===== src/crcchk_pkg.sv =====
// Shared constants and types for the calibration record CRC check.
// No dependencies; imported by crcchk_crc16 and the top level.
`timescale 1ns / 1ps

package crcchk_pkg;

	localparam int unsigned WORD_W = 16;
	localparam int unsigned CNT_W  = 6;

	localparam logic [WORD_W-1:0] CRC_INIT = 16'hFFFF;
	localparam logic [WORD_W-1:0] CRC_POLY = 16'hA001;

	localparam logic [CNT_W-1:0] CNT_MAX      = 6'd63;
	localparam logic [CNT_W-1:0] OFFSET_FIRST = 6'd12;
	localparam logic [CNT_W-1:0] OFFSET_LAST  = 6'd14;

	typedef logic [WORD_W-1:0] word_t;
	typedef logic [CNT_W-1:0]  count_t;

	// Result item as held in the output register
	typedef struct packed {
		logic  uncalibrated;
		logic  record_error;
		word_t computed_crc;
	} result_t;

endpackage


===== src/crcchk_crc16.sv =====
// CRC-16/MODBUS update over one 16-bit word, low byte first.
// Depends on crcchk_pkg.
`timescale 1ns / 1ps

module crcchk_crc16 (
	input  crcchk_pkg::word_t crc_in,
	input  crcchk_pkg::word_t word_in,
	output crcchk_pkg::word_t crc_out
);
	import crcchk_pkg::*;

	function automatic word_t crc_byte(input word_t crc, input logic [7:0] data);
		word_t c;
		c = crc ^ {8'h00, data};
		for (int k = 0; k < 8; k++) begin
			if (c[0]) begin
				c = (c >> 1) ^ CRC_POLY;
			end else begin
				c = c >> 1;
			end
		end
		return c;
	endfunction

	word_t crc_mid;

	assign crc_mid = crc_byte(crc_in, word_in[7:0]);
	assign crc_out = crc_byte(crc_mid, word_in[15:8]);

endmodule


===== src/calibration_record_crc_check_top.sv =====
// Calibration record check: CRC-16/MODBUS, read-failure and offset tracking.
// A CRC-word item passes the input stage and then the output register before raising m_tvalid.
// Throughput: one item per cycle, set by the combinational 16-bit CRC update, unless a CRC word waits.
// Data words give no result; a stalled result blocks the input only once a CRC word waits.
// Reset (arst_n low, asynchronous) returns the record state to CRC 0xFFFF,
// count zero and flags clear; no clearing pass is needed.
// Depends on crcchk_pkg and crcchk_crc16.
`timescale 1ns / 1ps

module calibration_record_crc_check_top #(
	parameter int unsigned RECORD_WORDS = 30
) (
	input  logic        clk,
	input  logic        arst_n,
	input  logic        s_tvalid,
	output logic        s_tready,
	input  logic [15:0] s_tdata,   // [15:0] word_value
	input  logic [0:0]  s_tuser,   // [0] read_failed
	input  logic        s_tlast,   // is_crc_word
	output logic        m_tvalid,
	input  logic        m_tready,
	output logic [23:0] m_tdata    // [15:0] computed_crc, [16] record_error,
	                               // [17] uncalibrated, [23:18] zero
);
	import crcchk_pkg::*;

	localparam count_t RW_C = count_t'(RECORD_WORDS);

	// input stage
	logic  valid_s1;
	word_t word_s1;
	logic  failed_s1;
	logic  last_s1;

	// record state
	word_t  crc_q;
	count_t cnt_q;
	logic   fail_q;
	logic   offs_q;

	// output register
	logic    out_valid_q;
	result_t out_q;

	logic    advance;
	logic    in_range;
	word_t   word_eff;
	word_t   crc_next;
	logic    err;

	assign advance  = valid_s1 && (!last_s1 || !out_valid_q || m_tready);
	assign s_tready = !valid_s1 || advance;

	assign in_range = (cnt_q < RW_C);
	assign word_eff = failed_s1 ? '0 : word_s1;
	assign err      = fail_q || failed_s1 || (cnt_q != RW_C) || (word_s1 != crc_q);

	crcchk_crc16 u_crc (
		.crc_in  (crc_q),
		.word_in (word_eff),
		.crc_out (crc_next)
	);

	always_ff @(posedge clk or negedge arst_n) begin
		if (!arst_n) begin
			valid_s1 <= 1'b0;
		end else if (s_tready) begin
			valid_s1 <= s_tvalid;
		end
	end

	always_ff @(posedge clk) begin
		if (s_tready && s_tvalid) begin
			word_s1   <= s_tdata;
			failed_s1 <= s_tuser[0];
			last_s1   <= s_tlast;
		end
	end

	always_ff @(posedge clk or negedge arst_n) begin
		if (!arst_n) begin
			crc_q  <= CRC_INIT;
			cnt_q  <= '0;
			fail_q <= 1'b0;
			offs_q <= 1'b0;
		end else if (advance) begin
			if (last_s1) begin
				crc_q  <= CRC_INIT;
				cnt_q  <= '0;
				fail_q <= 1'b0;
				offs_q <= 1'b0;
			end else if (!in_range) begin
				// surplus word: drop it, flag the record
				fail_q <= 1'b1;
				if (cnt_q != CNT_MAX) begin
					cnt_q <= cnt_q + 1'b1;
				end
			end else begin
				crc_q <= crc_next;
				cnt_q <= cnt_q + 1'b1;
				if (failed_s1) begin
					fail_q <= 1'b1;
				end
				if (cnt_q >= OFFSET_FIRST && cnt_q <= OFFSET_LAST && word_eff != '0) begin
					offs_q <= 1'b1;
				end
			end
		end
	end

	always_ff @(posedge clk or negedge arst_n) begin
		if (!arst_n) begin
			out_valid_q <= 1'b0;
		end else if (advance && last_s1) begin
			out_valid_q <= 1'b1;
		end else if (m_tready) begin
			out_valid_q <= 1'b0;
		end
	end

	always_ff @(posedge clk) begin
		if (advance && last_s1) begin
			out_q.computed_crc <= crc_q;
			out_q.record_error <= err;
			out_q.uncalibrated <= err || !offs_q;
		end
	end

	assign m_tvalid = out_valid_q;
	assign m_tdata  = {6'b0, out_q};

	// record state is back at reset values after a CRC word is processed
	a_record_restart: assert property (@(posedge clk) disable iff (!arst_n)
		(advance && last_s1) |=> (crc_q == CRC_INIT && cnt_q == '0 && !fail_q && !offs_q))
		else $error("record state not cleared after CRC word");

	// an empty input stage always takes an item
	a_ready_when_empty: assert property (@(posedge clk) disable iff (!arst_n)
		!valid_s1 |-> s_tready)
		else $error("input stalled while stage empty");

	// a CRC word waiting behind a stalled result blocks the input
	a_block_on_stall: assert property (@(posedge clk) disable iff (!arst_n)
		(valid_s1 && last_s1 && out_valid_q && !m_tready) |-> !s_tready)
		else $error("input accepted while result path stalled");

	// offset flag can only be set once an offset word has been counted
	a_offset_order: assert property (@(posedge clk) disable iff (!arst_n)
		offs_q |-> (cnt_q > OFFSET_FIRST))
		else $error("offset flag set before offset words");

endmodule


===== config.mk =====
export PLATFORM = sky130hd
export DESIGN_NAME = calibration_record_crc_check_top
export DESIGN_NICKNAME = d
export VERILOG_FILES = /design/src/crcchk_pkg.sv /design/src/crcchk_crc16.sv /design/src/calibration_record_crc_check_top.sv
export SDC_FILE = /design/constraint.sdc
export NUM_CORES = 1
export LEC_CHECK = 0
export BUFFER_PORTS_ARGS = -buffer_cell sky130_fd_sc_hd__buf_2
export CORE_ASPECT_RATIO = 0.8
export CORE_MARGIN = 5
export CORE_UTILIZATION = 50
export CTS_CLUSTER_SIZE = 14
export DETAILED_ROUTE_END_ITERATION = 10
export GPL_ROUTABILITY_DRIVEN = 0
export GPL_TIMING_DRIVEN = 0
export HOLD_SLACK_MARGIN = 0.06
export PLACE_DENSITY = 0.72
export SYNTH_ARGS = -nofsm -noshare
export SYNTH_HDL_FRONTEND = slang
export SYNTH_SLANG_ARGS = --single-unit

===== constraint.sdc =====
create_clock -name clk -period 2.75 [get_ports clk]
set_clock_uncertainty 0.1 [all_clocks]
set_input_delay 0.1375 -clock clk [delete_from_list [all_inputs] [get_ports clk]]
set_output_delay 0.1375 -clock clk [all_outputs]
set_load 0.01 [all_outputs]

==> flow_metrics.tcl, run 1 <==
set metrics [dict create \
    synthMuxAreaShare_pct 0 \
    synthesis.area_um2 3070 \
    n_fill_cell 488 \
    dieWidth_um 97.6 \
    grt_pass1_wl_mm 10.3 \
    critPathCaptureType "flip-flop" \
    drive_gt1_share_pct 24.6 \
    synth_compound_area_share_pct 5.34 \
    ir_drop_mv 0.538 \
    track_usage_pct 17.5 \
    timing.fmax_mhz 421 \
    rows 25 \
    port_buffers 41 \
    status "completed" \
    die_area_um2 7810 \
    synth_cells 254 \
    mostFrequentLayoutCells "buf_2 (42), xnor2_1 (40), edfxtp_1 (36)" \
    dr.pass1.iters 4 \
    finalHoldViolations 0 \
    grt_start_max_net_pins 27 \
    post-route-drc-count 0 \
    worstMarginPinSlew_ns 1.28 \
    maxCapViolations 0 \
    rsz0062_at_grt "no" \
    pwr_density_cell_nw_per_um2 1040 \
    synth.avg_cell_area_um2 12.1 \
    worstPathRequired_ns 2.91 \
    numCtsBuffers 9 \
    cts_setup_buffers 0 \
    max-clock-path-buffers 2 \
    cts_root_buf "clkbuf_8" \
    via_per_inst 4.93 \
    vias 2066 \
    critPathLaunchType "flip-flop" \
    start_util_pct 51.6 \
    critPathSlowestCell "xnor3_2" \
    async_reset_ff_share_pct 41.9 \
    fin_crit_ns 2.37 \
    synth_fa_ha_area_share_pct 0.816 \
    synth_xor_area_share_pct 22.2 \
    final_nets 357 \
    clkLatencyLatePin_ns 0.34 \
    path_class "reg -> reg" \
    p_leak_nw 1.45 \
    h-tree-depth 3 \
    layout_commonest_cell "buf_2" \
    crit_chain "xnor2_1 -> nor2_1 -> xnor2_1 -> xnor2_1 -> xnor3_2 -> xnor3_1 -> a21oi_1" \
    min_period_over_period_pct 86.4 \
    antenna_found_initial 0 \
    worstPathArrival_ns 2.53 \
    crit_family "XOR/XNOR gates" \
    slowest_delay_ns 0.50 \
    antenna_left 0 \
    maxSlewViolCount 0 \
    fin_area_um2 3770 \
    power_mw 3.94 \
    synth-simple-area-share_pct 11.3 \
    drt-initial-drc-count 138 \
    grt_remaining_overflow 0 \
    path_buf_inv 0 \
    ys.flop_type "edfxtp_1" \
    synth_seq_cells 62 \
    dp.cells 381 \
    hold_class "in -> async" \
    synth-edff-count 36 \
    dp_hpwl_mm 4.16 \
    timing.slew.headroom_pct 14.8 \
    clkTransAtPathRegs_ns 0.06 \
    timing.hold.ws_ns 0.248 \
    setup_viol 0 \
    synthDistinctLibCells 40 \
    io_pins 48 \
    routed_wl_mm 6.22 \
    dpl_cell_area_um2 3390 \
    synth_seq_area_share_pct 57.1 \
    wl_per_cell_um 14.8 \
    die_h_um 80.0 \
    tns_ns 0 \
    synth_top_family_by_area "XOR/XNOR gates" \
    ys.warnings.count 0 \
    grt_pass1_vias 2069 \
    cts.sinks 62 \
    final_cell_count_no_fill 419 \
    area_growth_syn_to_layout_pct 22.9 \
    antennaDiodeCount 0 \
    coreArea_um2 5940 \
    cpMostUsedCell "xnor2_1" \
    crit_fanout 4 \
    cts_tree "done" \
]
==> path summary, 6_finish.rpt <==
check,from,endpoint,slack (ns),cells past startpoint
max in group asynchronous,arst_n,offs_q,1.90,2
worst max register to register,word_s1[4],crc_q[15],0.38,7
min in group clk,fail_q,fail_q,0.40,2
worst min-delay path,arst_n,cnt_q[1],0.25,2
worst max-delay path,word_s1[4],crc_q[15],0.38,7
worst min register to register,fail_q,fail_q,0.40,2
==> where the power goes <==
group | total (mW) | switching [mW] | internal [mW]
clock | 0.655 | 0.336 | 0.319
combinational | 1.76 | 0.741 | 1.01
sequential | 1.53 | 0.244 | 1.28
total | 3.94 | 1.32 | 2.62
==> metrics by stage <==
step	setup WS [ns]	util, %
after global routing	0.223	63.4
after CTS	0.379	63.4
final	0.375	63.4
after global placement	0.416	57.1
after floorplan	0.609	-
after detailed placement	0.395	57.1
==> state kept, by name (all words and copies together), names as in the netlist <==
signal	cells
last_s1	1
cnt_q	6
fail_q	1
failed_s1	1
valid_s1	1
word_s1	16
offs_q	1
crc_q	16
m_tvalid	1
m_tdata	18
==> kinds of logic (layout without fill, tap and decap cells) <==
| group | after synthesis | count (layout) |
|---|---|---|
| adders and majority gates | 2 | 2 |
| and+or+nand+nor | 71 | 71 |
| DFF | 62 | 62 |
| buffers and inverters | 19 | 98 |
| other | 1 | 6 |
| AOI/OAI and AO/OA | 27 | 27 |
| xor gates and xnor gates | 72 | 72 |
==> timing repair <==
item,4_1_cts,5_1_grt
endpoints found under the hold margin,30,0
hold buffers,22,0
gates resized for setup,0,0
==> layer usage <==
| metal | GRT usage [%] | part of all wire [%] | wire length, um |
|---|---|---|---|
| met5 | 0 | 0 | 0 |
| met2 | 28.7 | 47 | 2900 |
| met4 | 6.78 | 1.5 | 96 |
| met3 | 5.94 | 5.9 | 366 |
| met1 | 21.5 | 46 | 2860 |
==> area by class of cell <==
type	instances	area [um^2]	share of cell area [%]
plain buffers	14	76.3	2.02
clock buffers	11	131	3.48
clock inverters	5	26.3	0.697
inverters	5	18.8	0.498
multi-input cells	178	1240	32.9
flip-flops and latches	62	1750	46.5
well taps	81	101	2.69
repair buffers	63	425	11.3
==> Yosys cell counts (2+ instances only) <==
cell type / n / area, um^2
nor2_1: 33 / 124
nand4_1: 3 / 18.8
and3_1: 2 / 12.5
nand2_1: 7 / 26.3
nand3_1: 4 / 20.0
xnor3_1: 2 / 45.0
inv_1: 5 / 18.8
nor2b_1: 2 / 12.5
xor2_1: 28 / 245
ha_1: 2 / 25.0
nand4b_1: 2 / 17.5
buf_4: 6 / 45.0
nor4_1: 8 / 50.1
nand3b_1: 2 / 15.0
xnor2_1: 40 / 350
dfstp_2: 16 / 420
dfrtp_1: 10 / 250
edfxtp_1: 36 / 1080
a21oi_1: 17 / 85.1
and2_1: 2 / 12.5
a21o_1: 2 / 15.0
clkbuf_1: 6 / 22.5
nor3_1: 2 / 10.0
==> worst reg2reg max path, stage by stage (launching register included) <==
cell and delay, ns:
edfxtp_1 0.49, xnor2_1 0.17, nor2_1 0.15, xnor2_1 0.18, xnor2_1 0.16, xnor3_2 0.50
xnor3_1 0.36, a21oi_1 0.20
Note: power is estimated with default switching activity, not from simulation.
==> run 2, diff against run 1 <==
- CORE_MARGIN: 5 -> 4
- REMOVE_ABC_BUFFERS: unset -> 1
==> run 2 against run 1 <==
Compared with the run above: final area shrank 1.6%; via count shrank 3.2%; first-iteration DRC count shrank 11%; fmax shrank 3.5%; clock power grew 5.3%; sequential power is essentially flat; total power shrank 0.60%; critical path depth shrank 1; setup slack lost 0.085 ns; combinational power shrank 4%; largest power group unchanged.
==> flow_metrics.tcl, run 2 (synthesis gave the netlist of run 1 again) <==
set metrics [dict create \
    status "completed" \
    p_leak_nw 1.41 \
    mostFrequentLayoutCells "buf_2 (41), xnor2_1 (40), edfxtp_1 (36)" \
    antenna_left 0 \
    fin_util_pct 62.4 \
    critPathCaptureType "flip-flop" \
    maxSlewViolCount 0 \
    dieWidth_um 95.6 \
    pwr_density_cell_nw_per_um2 1060 \
    clkTransAtPathRegs_ns 0.06 \
    setup_ws_ns 0.290 \
    r2r_setup_slack_ns 0.29 \
    grt_remaining_overflow 0 \
    regArea_um2 1750 \
    power_mw 3.91 \
    comb_power_share_pct 43.3 \
    rows 25 \
    tns_ns 0 \
    fin_area_um2 3710 \
    timing.slew.headroom_pct 27.3 \
    drive_gt1_share_pct 23.5 \
    swShare_pct 32.1 \
    setup_viol 0 \
    dp_hpwl_mm 3.89 \
    worstPathArrival_ns 2.63 \
    drt-initial-drc-count 123 \
    timing.hold.ws_ns 0.241 \
    cts_setup_buffers 0 \
    routed_wl_mm 5.89 \
    grt_pass1_vias 1902 \
    dp.cells 367 \
    cts.sinks 62 \
    grt_pass1_wl_mm 9.75 \
    crit_fanout 18 \
    numCtsBuffers 9 \
    share_clk_of_total_power_pct 17.6 \
    post-route-drc-count 0 \
    track_usage_pct 17.6 \
    cts_resized 0 \
    final_nets 343 \
    power.switching_mw 1.26 \
    max-clock-path-buffers 2 \
    min_period_over_period_pct 89.4 \
    antenna_found_initial 0 \
    wl_per_cell_um 14.5 \
    final_cell_count_no_fill 405 \
    layout_commonest_cell "buf_2" \
    path_class "reg -> reg" \
    cts_root_buf "clkbuf_8" \
    rsz0062_at_grt "no" \
    cts_tree "done" \
    grt_start_max_net_pins 27 \
    multi_input_area_um2 1240 \
    intPower_mw 2.66 \
    fin_crit_ns 2.46 \
    dr.pass1.iters 4 \
    seq_power_share_pct 39.1 \
    finalHoldViolations 0 \
    area_growth_syn_to_layout_pct 20.9 \
    largest_reg_flops 18 \
    timing.fmax_mhz 407 \
    hold_class "in -> async" \
    coreArea_um2 5940 \
    worstPathRequired_ns 2.92 \
    port_buffers 41 \
    io_pins 48 \
    clkLatencyLatePin_ns 0.34 \
    maxCapViolations 0 \
    h-tree-depth 3 \
    die_area_um2 7460 \
    ir_drop_mv 0.597 \
    holdBufCountCts 22 \
    start_util_pct 51.6 \
    vias 2000 \
    dpl_cell_area_um2 3320 \
    antennaDiodeCount 0 \
    worstMarginPinSlew_ns 1.09 \
    die_h_um 78.0 \
    n_fill_cell 498 \
    via_per_inst 4.94 \
    dp_slack_ns 0.285 \
    critPathLaunchType "flip-flop" \
]
## run 2: power groups by stage
stage	registers, mW	clock network, mW	logic (mW)
3_3_place_gp	1.54	0	1.64
6_report	1.53	0.690	1.69
4_1_cts	1.53	0.707	1.70
3_5_place_dp	1.55	0	1.67
5_1_grt	1.57	0.756	1.87
2_1_floorplan	1.49	0	1.43
## run 2: area by class of cell
cell class,instances,share of cell area (%)
timing repair buffer,63,11.5
multi-input combinational,178,33.4
tap,81,2.73
clock inverter,2,0.270
clock buffer,14,4.39
sequential,62,47.2
inverter,5,0.506
## run 2: metal layers
layer,vias to the layer above,global-route usage [%],part of all wire (%)
met5,-,0,0
met4,0,5.54,1.4
met3,6,6.70,5.7
met2,58,25.7,47
met1,951,24.4,46
li1,985,-,-
## run 2: worst paths after layout
| check | startpoint | endpoint | cells after the start |
|---|---|---|---|
| min in group clk | s_tlast | last_s1 | 2 |
| max reg2reg | failed_s1 | crc_q[15] | 6 |
| min | arst_n | cnt_q[3] | 2 |
| max in group asynchronous | arst_n | offs_q | 2 |
| max | failed_s1 | crc_q[15] | 6 |
| min reg2reg | fail_q | fail_q | 2 |
## run 2: critical path, stage by stage, from the launching register on
cell and delay, ns:
edfxtp_1 0.76, nor2_1 0.15, xnor2_1 0.25, xnor2_1 0.20, xnor3_2 0.43, xnor3_1 0.35, a21oi_1 0.15
==> run 3, diff against run 2 <==
- ABC_AREA: unset -> 1
- MAX_ROUTING_LAYER: unset -> met4
- PLACE_DENSITY: 0.72 -> 0.71
==> run 3 against run 2 <==
Compared with the run above: the flow now finishes with violations (negative setup slack); via count is 51% higher; worst hold slack improved by 0.013 ns; critical path depth rose by 16; total power up 14%; setup slack worse by 0.46 ns; synthesized area rose by 13%; critical path type unchanged; largest cell class is now multi-input gates.
==> flow_metrics.tcl, run 3 <==
set metrics [dict create \
    path_class "reg -> reg" \
    dp_hpwl_mm 5.45 \
    mostFrequentLayoutCells "nand2_1 (59), inv_1 (42), buf_2 (41)" \
    grt_pass1_wl_mm 13.6 \
    finalHoldViolations 0 \
    worstSetupStartpoint "failed_s1" \
    netlist_top_cells_count "nand2_1 (84), inv_1 (42), edfxtp_1 (36), nand3_1 (32), nand2_2 (19)" \
    n_fill_cell 447 \
    layout_commonest_cell "nand2_1" \
    cts_tree "done" \
    power_mw 4.44 \
    synth_seq_area_share_pct 50.7 \
    antenna_left 0 \
    routed_wl_mm 9.28 \
    dieWidth_um 101 \
    synth.avg_cell_area_um2 9.52 \
    clkLatencyLatePin_ns 0.35 \
    timing.hold.ws_ns 0.254 \
    via_per_inst 5.48 \
    worstPathRequired_ns 2.93 \
    ys.warnings.count 0 \
    p_leak_nw 2.08 \
    track_usage_pct 22.7 \
    ir_drop_mv 0.473 \
    endpoint "crc_q[13]" \
    rows 26 \
    die_h_um 82.4 \
    status "finished with violations" \
    worstPathArrival_ns 3.10 \
    wl_per_cell_um 16.8 \
    h-tree-depth 3 \
    timing.fmax_mhz 343 \
    io_pins 48 \
    hold_class "in -> async" \
    antennaDiodeCount 0 \
    dr.pass1.iters 5 \
    async_reset_ff_share_pct 41.9 \
    synthesis.area_um2 3460 \
    drive_gt1_share_pct 38.5 \
    dp_slack_ns -0.502 \
    setup_viol 5 \
    final_nets 486 \
    yosysTopAreaCellShare_pct 31.3 \
    violations "negative setup slack" \
    post-route-drc-count 0 \
    grt_remaining_overflow 0 \
    synth_seq_cells 62 \
    yosysTopAreaCell "edfxtp_1" \
    worstMarginPinSlew_ns 1.23 \
    largest_reg_flops 18 \
    synth_area_leaders "edfxtp_1 (31%), dfstp_2 (12%), nand2_1 (9.1%), dfrtp_1 (7.2%), nand3_1 (4.6%)" \
    max-clock-path-buffers 2 \
    synth_cells 363 \
    r2r-end "crc_q[13]" \
    synth-edff-count 36 \
    grt_start_max_net_pins 27 \
    cts.sinks 62 \
    coreArea_um2 6540 \
    synthDistinctLibCells 40 \
    area_growth_syn_to_layout_pct 34.0 \
    critPathLaunchType "flip-flop" \
    min_period_over_period_pct 106 \
    grt_pass1_vias 2672 \
    rsz0062_at_grt "yes" \
    ys.flop_type "edfxtp_1" \
    die_area_um2 8310 \
    fin_crit_ns 2.92 \
    start_util_pct 52.9 \
    drt-initial-drc-count 229 \
    vias 3022 \
    numCtsBuffers 9 \
    maxCapViolations 0 \
    antenna_found_initial 0 \
    timing.slew.headroom_pct 17.6 \
    clkTransAtPathRegs_ns 0.06 \
    setup_ws_ns -0.168 \
    cts_root_buf "clkbuf_8" \
    pwr_density_cell_nw_per_um2 959 \
    r2r_setup_slack_ns -0.17 \
    r2r_start "failed_s1" \
    r2r_cells 22 \
    critPathCaptureType "flip-flop" \
    port_buffers 41 \
    yosys.cell_count.top_type "nand2_1" \
    crit_fanout 8 \
    maxSlewViolCount 0 \
]
[run 3: cell count changes in the layout (fill, tap and decap cells not counted), sizes merged, moves of 7 or more]
cell,change
xor2,-14
nor2,-22
nand3,+36
nor4,-7
buf,+30
inv,+40
a21oi,-13
o21ai,+13
nand2,+104
xnor2,-33
[run 3: kinds of logic after synthesis]
family | count (synthesis) | synth area share, %
flops | 62 | 50.7
fa+ha+maj | 2 | 0.724
xor+xnor | 22 | 6.23
buf+inv | 55 | 7.39
simple gates | 179 | 26.8
other cells | 1 | 0.109
compound gates | 42 | 8.07
[run 3: critical path, stage by stage (launching register included)]
cell       delay [ns]
edfxtp_1         0.52
bufinv_16        0.31
nand2_4          0.08
nand2_1          0.10
nand2_2          0.08
nand2_1          0.09
nand2_2          0.07
nand2_4          0.08
nand2_2          0.07
nand2_4          0.09
nand3_2          0.10
nand3_4          0.13
nand3_1          0.15
nand3_4          0.14
nand2_4          0.08
nand2_4          0.09
nand3_4          0.08
nand2_4          0.11
nand2_4          0.06
nand3b_1         0.10
nand3_1          0.07
nand2_1          0.11
inv_1            0.05
[run 3: repair_timing]
action | 4_1_cts | 5_1_grt
hold buffers | 21 | 0
gates resized for setup | 40 | 34
endpoints found under the setup margin | 5 | 6
endpoints found under the hold margin | 30 | 0
pin swaps | 20 | 18
cloned | 2 | 0
setup buffers | 24 | 5
[run 3: metrics by stage]
step / utilization [%] / setup TNS, ns / std cells / cell area [um^2]
finish: 70.8 / -0.540 / 551 / 4630
global route: 70.8 / -1.14 / 551 / 4630
CTS: 67.8 / -0.0346 / 546 / 4430
detailed placement: 56.6 / -2.16 / 483 / 3700
global placement: 56.5 / -8.75 / 482 / 3690
floorplan: - / 0 / 357 / 3380
[run 3: worst min path at each step]
stage | start | end | slack (ns) | depth (start not counted)
after detailed placement | arst_n | offs_q | 0.10 | 1
after global routing | arst_n | cnt_q[0] | 0.30 | 2
after floorplan | arst_n | cnt_q[0] | -0.26 | 0
after CTS | arst_n | valid_s1 | 0.28 | 2
after global placement | arst_n | offs_q | 0.1 | 1
final | arst_n | cnt_q[2] | 0.25 | 2
[run 3: cell type report]
| class | count | area [um^2] | share of cell area, % |
|---|---|---|---|
| timing repair buffer | 92 | 648 | 14.0 |
| multi-input combinational | 251 | 1760 | 38.1 |
| sequential | 62 | 1750 | 37.8 |
| clock inverter | 3 | 12.5 | 0.270 |
| tap | 84 | 105 | 2.27 |
| timing repair inverter | 2 | 20.0 | 0.432 |
| clock buffer | 13 | 139 | 3.00 |
| inverter | 44 | 191 | 4.13 |
[run 3: layer usage]
metal / share of wire, % / vias up / track usage (%)
met1: 42 / 1402 / 30.0
li1: - / 1411 / -
met2: 46 / 186 / 34.6
met4: 2.1 / 0 / 6.64
met3: 9.2 / 23 / 6.13
met5: 0 / - / -
[run 3: report_power, final]
group	switching, mW	total [mW]	internal (mW)
registers	0.157	1.39	1.23
clock network	0.330	0.650	0.320
logic	1.42	2.40	0.985
